[src/sv/hspc_pkg.sv]
// Shared constants, types and Hall sequence tables for the position counter.
package hspc_pkg;

    localparam int COUNT_BITS = 32;
    localparam int NUM_WHEELS = 2;
    localparam int CODE_BITS  = 3;
    localparam int OUT_BITS   = 32;

    typedef logic [CODE_BITS-1:0]  t_code;
    typedef logic [COUNT_BITS-1:0] t_count;
    typedef logic [OUT_BITS-1:0]   t_out_count;

    typedef struct packed {
        t_count count;
        logic   fault;
    } t_lane_stat;

    localparam t_code CODE_NONE_LO = 3'd0;
    localparam t_code CODE_NONE_HI = 3'd7;

    function automatic logic code_valid(input t_code code);
        return (code != CODE_NONE_LO) && (code != CODE_NONE_HI);
    endfunction

    // Predecessor in the sequence 5,1,3,2,6,4 (wrapping).
    function automatic t_code seq_pred(input t_code code);
        t_code r;
        case (code)
            3'd5:    r = 3'd4;
            3'd1:    r = 3'd5;
            3'd3:    r = 3'd1;
            3'd2:    r = 3'd3;
            3'd6:    r = 3'd2;
            3'd4:    r = 3'd6;
            default: r = CODE_NONE_LO;
        endcase
        return r;
    endfunction

    // Successor in the sequence 5,1,3,2,6,4 (wrapping).
    function automatic t_code seq_succ(input t_code code);
        t_code r;
        case (code)
            3'd5:    r = 3'd1;
            3'd1:    r = 3'd3;
            3'd3:    r = 3'd2;
            3'd2:    r = 3'd6;
            3'd6:    r = 3'd4;
            3'd4:    r = 3'd5;
            default: r = CODE_NONE_LO;
        endcase
        return r;
    endfunction

    function automatic t_out_count to_out_count(input t_count c);
        logic [63:0] wide;
        wide = 64'(c);
        return wide[OUT_BITS-1:0];
    endfunction

endpackage

[src/sv/hspc_lane.sv]
// One wheel decoder lane: previous code, arm flag, step counter and sticky fault.
module hspc_lane (
    input  logic                i_clk,
    input  logic                i_rst_n,
    input  logic                i_take,
    input  hspc_pkg::t_code     i_code,
    output hspc_pkg::t_lane_stat o_stat
);
    import hspc_pkg::*;

    t_code  r_prev,    n_prev;
    t_count r_count,   n_count;
    logic   r_fault,   n_fault;
    logic   r_unarmed, n_unarmed;

    always_comb begin
        n_prev    = i_code;
        n_count   = r_count;
        n_fault   = r_fault;
        n_unarmed = r_unarmed;
        if (code_valid(i_code)) begin
            if (r_unarmed) begin
                n_unarmed = 1'b0;
            end else if (i_code != r_prev) begin
                if (r_prev == seq_pred(i_code)) begin
                    n_count = r_count + t_count'(1);
                end else if (r_prev == seq_succ(i_code)) begin
                    n_count = r_count - t_count'(1);
                end else begin
                    n_fault = 1'b1;
                end
            end
        end
    end

    always_ff @(posedge i_clk) begin
        if (!i_rst_n) begin
            r_prev    <= '0;
            r_count   <= '0;
            r_fault   <= 1'b0;
            r_unarmed <= 1'b1;
        end else if (i_take) begin
            r_prev    <= n_prev;
            r_count   <= n_count;
            r_fault   <= n_fault;
            r_unarmed <= n_unarmed;
        end
    end

    assign o_stat.count = r_count;
    assign o_stat.fault = r_fault;
endmodule

[src/sv/hspc_merge.sv]
// Merge stage: result valid flag, input flow control and per-lane output packing.
module hspc_merge (
    input  logic                                     i_clk,
    input  logic                                     i_rst_n,
    input  logic                                     i_in_valid,
    input  logic                                     i_out_stall,
    input  hspc_pkg::t_lane_stat [hspc_pkg::NUM_WHEELS-1:0] i_stat,
    output logic                                     o_take,
    output logic                                     o_in_stall,
    output logic                                     o_out_valid,
    output hspc_pkg::t_out_count [hspc_pkg::NUM_WHEELS-1:0] o_count,
    output logic [hspc_pkg::NUM_WHEELS-1:0]          o_error
);
    import hspc_pkg::*;

    logic r_valid, n_valid;

    assign o_in_stall = r_valid && i_out_stall;
    assign o_take     = i_in_valid && !o_in_stall;

    always_comb begin
        n_valid = r_valid;
        if (o_take) begin
            n_valid = 1'b1;
        end else if (!i_out_stall) begin
            n_valid = 1'b0;
        end
    end

    always_ff @(posedge i_clk) begin
        if (!i_rst_n) begin
            r_valid <= 1'b0;
        end else begin
            r_valid <= n_valid;
        end
    end

    assign o_out_valid = r_valid;

    // Lane state changes only on a request, so it holds the shown result.
    always_comb begin
        for (int w = 0; w < NUM_WHEELS; w++) begin
            o_count[w] = to_out_count(i_stat[w].count);
            o_error[w] = i_stat[w].fault;
        end
    end
endmodule

[src/sv/hall_sensor_position_counter.sv]
// Top level of the two-wheel Hall sensor position counter.
//
//  channel  | handshake          | payload
//  ---------+--------------------+------------------------------------------
//  input    | i_valid / o_stall  | i_hall_left, i_hall_right
//  output   | o_valid / i_stall  | o_left_count, o_right_count,
//           |                    | o_left_error, o_right_error
//
// One request per cycle while o_stall is low; its result shows in the cycle after acceptance.
// Each wheel lane updates its counter on acceptance.
// Synchronous reset clears counts and errors and disarms both wheels.
// o_stall rises only while a result waits and i_stall is high; a new
// request is taken in the same cycle the waiting result is taken.
module hall_sensor_position_counter (
    input  logic                i_clk,
    input  logic                i_rst_n,
    input  logic                i_valid,
    output logic                o_stall,
    input  logic [2:0]          i_hall_left,
    input  logic [2:0]          i_hall_right,
    output logic                o_valid,
    input  logic                i_stall,
    output logic signed [31:0]  o_left_count,
    output logic signed [31:0]  o_right_count,
    output logic                o_left_error,
    output logic                o_right_error
);
    import hspc_pkg::*;

    t_code      [NUM_WHEELS-1:0] w_code;
    t_lane_stat [NUM_WHEELS-1:0] w_stat;
    t_out_count [NUM_WHEELS-1:0] w_count;
    logic       [NUM_WHEELS-1:0] w_error;
    logic                        w_take;

    assign w_code[0] = i_hall_left;
    assign w_code[1] = i_hall_right;

    for (genvar g = 0; g < NUM_WHEELS; g++) begin : g_lane
        hspc_lane u_lane (
            .i_clk   (i_clk),
            .i_rst_n (i_rst_n),
            .i_take  (w_take),
            .i_code  (w_code[g]),
            .o_stat  (w_stat[g])
        );
    end

    hspc_merge u_merge (
        .i_clk       (i_clk),
        .i_rst_n     (i_rst_n),
        .i_in_valid  (i_valid),
        .i_out_stall (i_stall),
        .i_stat      (w_stat),
        .o_take      (w_take),
        .o_in_stall  (o_stall),
        .o_out_valid (o_valid),
        .o_count     (w_count),
        .o_error     (w_error)
    );

    assign o_left_count  = signed'(w_count[0]);
    assign o_right_count = signed'(w_count[1]);
    assign o_left_error  = w_error[0];
    assign o_right_error = w_error[1];
endmodule

[config.mk]
export PLATFORM = sky130hd
export DESIGN_NAME = hall_sensor_position_counter
export DESIGN_NICKNAME = d
export VERILOG_FILES = /design/src/sv/hspc_pkg.sv /design/src/sv/hspc_lane.sv /design/src/sv/hspc_merge.sv /design/src/sv/hall_sensor_position_counter.sv
export SDC_FILE = /design/constraint.sdc
export NUM_CORES = 1
export LEC_CHECK = 0
export BUFFER_PORTS_ARGS = -buffer_cell sky130_fd_sc_hd__buf_2
export CORE_UTILIZATION = 61
export CTS_CLUSTER_SIZE = 40
export DETAILED_ROUTE_END_ITERATION = 10
export GPL_ROUTABILITY_DRIVEN = 0
export GPL_TIMING_DRIVEN = 0
export HOLD_SLACK_MARGIN = 0.03
export PLACE_DENSITY_LB_ADDON = 0.1
export SETUP_SLACK_MARGIN = 0.05
export SYNTH_ARGS = -nofsm -noshare
export SYNTH_HDL_FRONTEND = slang
export SYNTH_SLANG_ARGS = --single-unit
[constraint.sdc]
create_clock -name i_clk -period 12.3 [get_ports i_clk]
set_clock_uncertainty 0.2 [all_clocks]
set_input_delay 3.075 -clock i_clk [delete_from_list [all_inputs] [get_ports i_clk]]
set_output_delay 3.075 -clock i_clk [all_outputs]
set_load 0.02 [all_outputs]
# After elaboration in Yosys (flattened, before gate mapping)
# Cells that the tools add are included.
# totals
reg_bits,75
output_inout_bits,68
elab_cells,79
# op_classes
add_sub_neg,4
n_eq_ne,21
muxes,24
bitwise_logic,6
reduce_logical,15
# ops
cell,count
2-to-1 mux 32 bit,4
one-hot mux 3 bit (6 select lines),4
"adder 32 x 1 -> 32 bit, second input constant",2
"subtractor 32 x 1 -> 32 bit, second input constant",2
2-to-1 mux 3 bit,14
"== test 3 bit, second input constant",6
"== test 3 x 2 -> 1 bit, second input constant",4
== test 3 bit,4
AND reduction 6 bit,2
AND reduction 5 bit,2
"== test 3 x 1 -> 1 bit, second input constant",2
!= test 3 bit,2
"!= test 3 bit, second input constant",2
NOT 1 bit,6
nonzero test 3 bit,2
logical AND 1 bit,4
AND reduction 2 bit,2
nonzero test 2 bit,2
2-to-1 mux 1 bit,2
"!= test 2 x 1 -> 1 bit, second input constant",1
zero test 1 bit,1

# Depth between registers and ports, before layout
# logic_depth
depth_word,13
mapped_depth,16
ltp_nobuf,14

# By module
# From an unflattened synthesis, not the netlist that was laid out.
# hier_totals
cells_unflattened,877
area_unflattened_um2,6691.4
# by_module_without_submodules
mod,n_inst,cells_each,area_each_um2,seq_area_each_um2
hspc_lane (g_lane[1].u_lane),1,420,3149.3,740.7
hspc_lane (g_lane[0].u_lane),1,387,3004.1,740.7
hspc_merge,1,70,538.0,20.0

# Least setup slack after synthesis
# OpenSTA, ideal clock, no wires.
# synth_path
path_type,in2reg
start,in i_hall_left[0]
end,reg g_lane[0].u_lane.r_count[31]
setup_time_ns,0.070
t_arrival_ns,6.992
t_required_ns,12.030
path_slack_ns,5.037
path_stages,14
path_buffers,1
cell_sequence,clkbuf_1 -> or2_2 -> mux2_2 -> o32ai_1 -> inv_1 -> ha_1 -> a21o_1 -> a311o_1 -> a311oi_1 -> a21oi_1 -> o211ai_1 -> a21oi_1 -> or4_1 -> a21oi_1
# synth_via
elab_chain_cells,9
word_cells_on_any_way,24
classes_between,eq/ne: 10; mux: 10; reduce/logical: 4
# synth_rtl
item,line_no,rtl
"start, declared",hall_sensor_position_counter.sv:19,"input logic [2:0] i_hall_left,"
"== test 3 bit, or another cell as far along","hspc_pkg.sv:28, hspc_pkg.sv:43",
one-hot mux 3 bit (6 select lines),hspc_pkg.sv:43,case (code)
2-to-1 mux 3 bit,hspc_lane.sv:25,if (r_prev == seq_pred(i_code)) begin
2-to-1 mux 3 bit,hspc_lane.sv:24,end else if (i_code != r_prev) begin
2-to-1 mux 3 bit,hspc_lane.sv:22,if (r_unarmed) begin
2-to-1 mux 3 bit,hspc_lane.sv:21,if (code_valid(i_code)) begin
== test 3 bit,hspc_lane.sv:27,end else if (r_prev == seq_succ(i_code)) begin
nonzero test 2 bit (no line),n/a,
AND reduction 5 bit (no line),n/a,
"end signal, assigned",hspc_lane.sv:44,r_count <= n_count;
"end, declared",hspc_lane.sv:12,"t_count r_count, n_count;"
# Parallel ways exist; a longest one is shown, timed or not. The select of a mux whose other input is x is not followed.
# A chain may end at the register's enable or synchronous reset.

# Worst setup path after layout
# Ends and elaborated chain as after synthesis.

==> impl_results.rst <==
.. list-table::
   :header-rows: 1

   * - Metric
     - Value
   * - Via Count
     - 6881
   * - Root buffer cell
     - sky130_fd_sc_hd__clkbuf_8
   * - Total GRT Usage
     - 32.47%
   * - Total count of hold-check failures in the final report
     - 0
   * - Part of the Yosys area used for sequential elements
     - 23.32%
   * - Hold Buf Count CTS
     - 0
   * - Class of the tightest hold or removal check
     - register to register
   * - Total placed instance area
     - 6978 sq um
   * - Post-DR wirelength/cell
     - 16.35 microns
   * - Arrival @ worst endpoint
     - 7.94 ns
   * - Starting density of the core
     - 62.64%
   * - Tot Pwr
     - 702.3 uW
   * - CTS H-tree depth
     - 3
   * - Crit path buffers/inverters
     - 2
   * - Number of max-capacitance violations reported
     - 0
   * - Startpoint class of the critical path
     - primary input
   * - Final Setup Violations
     - 0
   * - Mean area per synthesized cell
     - 7.538 sq um
   * - Seq cells post-synth
     - 75
   * - Nets
     - 1012
   * - Maximum clock frequency
     - 0.1275 GHz
   * - Slowest stage cell on the critical path
     - sky130_fd_sc_hd__inv_1
   * - Peak per-stage delay on the critical path
     - 0.69 ns
   * - Post-cts gate resize count
     - 0
   * - Worst-case headroom to the max-slew limit
     - 23.86%
   * - Cell-by-cell trace of the critical path
     - clkbuf_1, or2_2, mux2_2, o32ai_1, inv_1, ha_1, a21o_1, a311o_1, a311oi_1, a21oi_1, o211ai_1, a21oi_1, or4_1, a21oi_1
   * - Setup crit start
     - i_hall_left[0]
   * - Internal Power
     - 445.5 uW
   * - X dimension of the die
     - 104.7 microns
   * - Total die area
     - 10970 sq um
   * - Post-layout min period
     - 7.845 ns
   * - Switching power summed over all nets
     - 256.9 uW
   * - Share of layout cells above drive strength 1
     - 11.44%
   * - Number of top-level design ports
     - 78
   * - Vias per cell
     - 6.371
   * - Leakage
     - 0.003228 uW
   * - Async set-or-reset flop fraction in the synthesized netlist
     - 0%
   * - Setup slack, reg-to-reg
     - 6.86 ns
   * - Clock latency on the worst-skew pair
     - 0.37 ns
   * - Fin crit share
     - 63.78%
   * - Warnings from Yosys
     - 0
   * - VDD IR max
     - 0.04829 mV
   * - Post-CTS setup repair buffer count
     - 0
   * - Num CTS Buffers
     - 9
   * - Status
     - complete, no violations
   * - Path type of the worst setup path
     - primary input to register
   * - Flop pwr share
     - 36.3%
   * - Iteration count of the initial detailed-routing pass
     - 5
   * - Drt initial violations
     - 470
   * - Count of filler cells inserted in the layout
     - 880
   * - Share of total power consumed by net switching
     - 36.57%
   * - Max Transition Viols Final
     - 0
   * - Leading cell types in the layout, fill and taps excluded
     - 110 x sky130_fd_sc_hd__nand2_1, 101 x sky130_fd_sc_hd__a21oi_1, 82 x sky130_fd_sc_hd__buf_2, 75 x sky130_fd_sc_hd__dfxtp_1, 61 x sky130_fd_sc_hd__ha_1
   * - Number of global-route vias before repair
     - 6407
   * - Syn_nets
     - 927
   * - Sinks on the clock net
     - 75
   * - CTS tree
     - yes
   * - Port Buffers
     - 74
   * - Dominant synthesized flop cell
     - sky130_fd_sc_hd__dfxtp_1
   * - Most common cell after layout, fill and taps aside
     - sky130_fd_sc_hd__nand2_1
   * - Dpl hpwl
     - 13110 microns
   * - Critical Path Sink Type
     - register
   * - Detail Route Antenna Nets
     - 0
   * - Ant. Diodes
     - 0
   * - Cell family contributing the most delay on the critical path
     - compound AO/OA/AOI/OAI gates
   * - Critical register-to-register path startpoint
     - g_lane[0].u_lane.r_prev[0]$_SDFFE_PN0P_
   * - Count of cell types in the netlist
     - 67
   * - Area inside the core boundary
     - 10280 sq um
   * - EDFF count, synth
     - 0
   * - Die Ht
     - 104.7 microns
   * - First-pass GRT wire length
     - 29060 microns
   * - Pin slew with the least headroom to its limit
     - 1.141 ns
   * - Cell area power density
     - 98.02 nW/um^2
   * - Initial antenna violation count
     - 0
   * - Hold Startpoint
     - g_lane[0].u_lane.r_unarmed$_SDFFE_PN1P_
   * - Global route overflow
     - 0
   * - Row cnt
     - 37
   * - RSZ-0062 raised after global routing
     - false
   * - Clock buffer depth
     - 2
   * - Req. time, crit path
     - 12.39 ns
   * - Area added between synthesis and finish
     - 11.31%
   * - Post-detailed-route DRC marker count
     - 0
   * - Final Cell Area
     - 7166 sq um
   * - Setup TNS
     - 0 ns
   * - Post-CTS clock slew at the launch and capture registers of the worst setup and hold paths
     - 0.08 ns
   * - Pin count of the biggest net entering global routing
     - 32
   * - Largest fanout of any net on the critical path
     - 30
   * - Comb power frac
     - 35.5%
   * - Clock power share
     - 28.2%
   * - Synthesized area
     - 6437 sq um
   * - Final wirelength
     - 17660 microns
   * - Gate count of the mapped netlist
     - 854
   * - Most used cell along the critical path
     - sky130_fd_sc_hd__a21oi_1
-- metal layers --
metal  share of wire, %  wire [microns]  track usage [%]  vias to the layer above
met5                  0               0                0                        -
met4                3.4             597            16.30                        0
met3                7.2            1264            4.554                       58
met2                 49            8618            57.66                      312
met1                 41            7176            38.05                     3186
li1                   -               -                -                     3325
-- flip-flops by register name (all words and copies together), names as in the netlist --
register / count
u_merge.o_out_valid: 1
g_lane.u_lane.r_fault: 2
g_lane.u_lane.r_prev: 6
g_lane.u_lane.r_unarmed: 2
g_lane.u_lane.r_count: 64
-- Yosys cell counts (4+ instances only) --
cell type                  number  area (sq um)
sky130_fd_sc_hd__nand2_1      110         412.9
sky130_fd_sc_hd__a21oi_1      101         505.5
sky130_fd_sc_hd__dfxtp_1       75          1501
sky130_fd_sc_hd__ha_1          61         763.2
sky130_fd_sc_hd__o21ai_0       59         295.3
sky130_fd_sc_hd__nor2_1        45         168.9
sky130_fd_sc_hd__xnor2_1       30         262.8
sky130_fd_sc_hd__nand3_1       28         140.1
sky130_fd_sc_hd__a21o_1        27         202.7
sky130_fd_sc_hd__clkbuf_1      27         101.4
sky130_fd_sc_hd__inv_1         26         97.59
sky130_fd_sc_hd__nor3_1        22         110.1
sky130_fd_sc_hd__a211oi_1      19         142.6
sky130_fd_sc_hd__and3_1        18         112.6
sky130_fd_sc_hd__xor2_1        17         148.9
sky130_fd_sc_hd__nand2b_1      13         81.33
sky130_fd_sc_hd__o211ai_1      13         97.59
sky130_fd_sc_hd__o21a_1        12         90.09
sky130_fd_sc_hd__mux2i_1       11         110.1
sky130_fd_sc_hd__nor2b_1        9         56.30
sky130_fd_sc_hd__o21bai_1       9         67.56
sky130_fd_sc_hd__buf_2          8         40.04
sky130_fd_sc_hd__nand4_1        8         50.05
sky130_fd_sc_hd__a31oi_1        7         43.79
sky130_fd_sc_hd__or3_1          7         43.79
sky130_fd_sc_hd__nand3b_1       6         45.04
sky130_fd_sc_hd__nor4bb_1       6         60.06
sky130_fd_sc_hd__and2_1         5         31.28
sky130_fd_sc_hd__o31ai_1        5         37.54
sky130_fd_sc_hd__a211o_1        4         35.03
sky130_fd_sc_hd__a31o_2         4         35.03
sky130_fd_sc_hd__and4_1         4         35.03
-- layout make-up --
type                       instances  area [sq um]  area share [%]
buffer                            40         171.4           2.392
clock buffer                      14         152.6           2.130
clock inverter                     2         35.03          0.4889
inverter                          26         97.59           1.362
multi-input combinational        713          4667           65.13
sequential                        75          1501           20.95
tap                              136         170.2           2.375
timing repair buffer              74         370.4           5.168
-- power groups by stage --
stage | combinational (uW) | clock [uW] | sequential, uW
2_1_floorplan | 187 | 0 | 266
3_3_place_gp | 235 | 0 | 260
3_5_place_dp | 244 | 0 | 261
4_1_cts | 245 | 198 | 255
5_1_grt | 276 | 208 | 256
6_report | 249 | 198 | 255
-- through the flow --
step | utilization [%] | hold slack (ns) | setup slack (ns) | std cells
6_report | 69.72 | 0.2501 | 4.455 | 1080
3_5_place_dp | 67.90 | 0.2399 | 4.098 | 1064
2_1_floorplan | - | 0.2222 | 5.037 | 854
3_3_place_gp | 67.90 | 0.2335 | 4.238 | 1064
4_1_cts | 69.72 | 0.2504 | 4.474 | 1080
5_1_grt | 69.72 | 0.2863 | 3.888 | 1080
-- worst register-to-register path, delay by kind of cell, from the launching register on --
kind | cells | cell delay, ns
DFF | 1 | 0.30
buffers and inverters | 2 | 0.86
muxes | 1 | 0.27
and+or+nand+nor | 2 | 0.77
adders and majority gates | 1 | 0.62
AOI/OAI and AO/OA | 8 | 2.34
-- worst paths after layout --
check                                              end  cells after the start
max          g_lane[0].u_lane.r_count[31]$_SDFFE_PN0P_                     14
min            g_lane[0].u_lane.r_unarmed$_SDFFE_PN1P_                      2
max reg2reg  g_lane[0].u_lane.r_count[31]$_SDFFE_PN0P_                     14
min reg2reg    g_lane[0].u_lane.r_unarmed$_SDFFE_PN1P_                      2
-- cell families (layout without fill, tap and decap cells) --
logic type	after synthesis	after routing	share of synthesized area, %
mux	12	12	1.885
simple gates	295	295	22.66
xor+xnor	47	47	6.394
fa+ha+maj	63	63	12.48
buf+inv	66	156	4.179
compound gates	296	296	29.08
flops	75	75	23.32
Power figures use the tool's default switching activity.
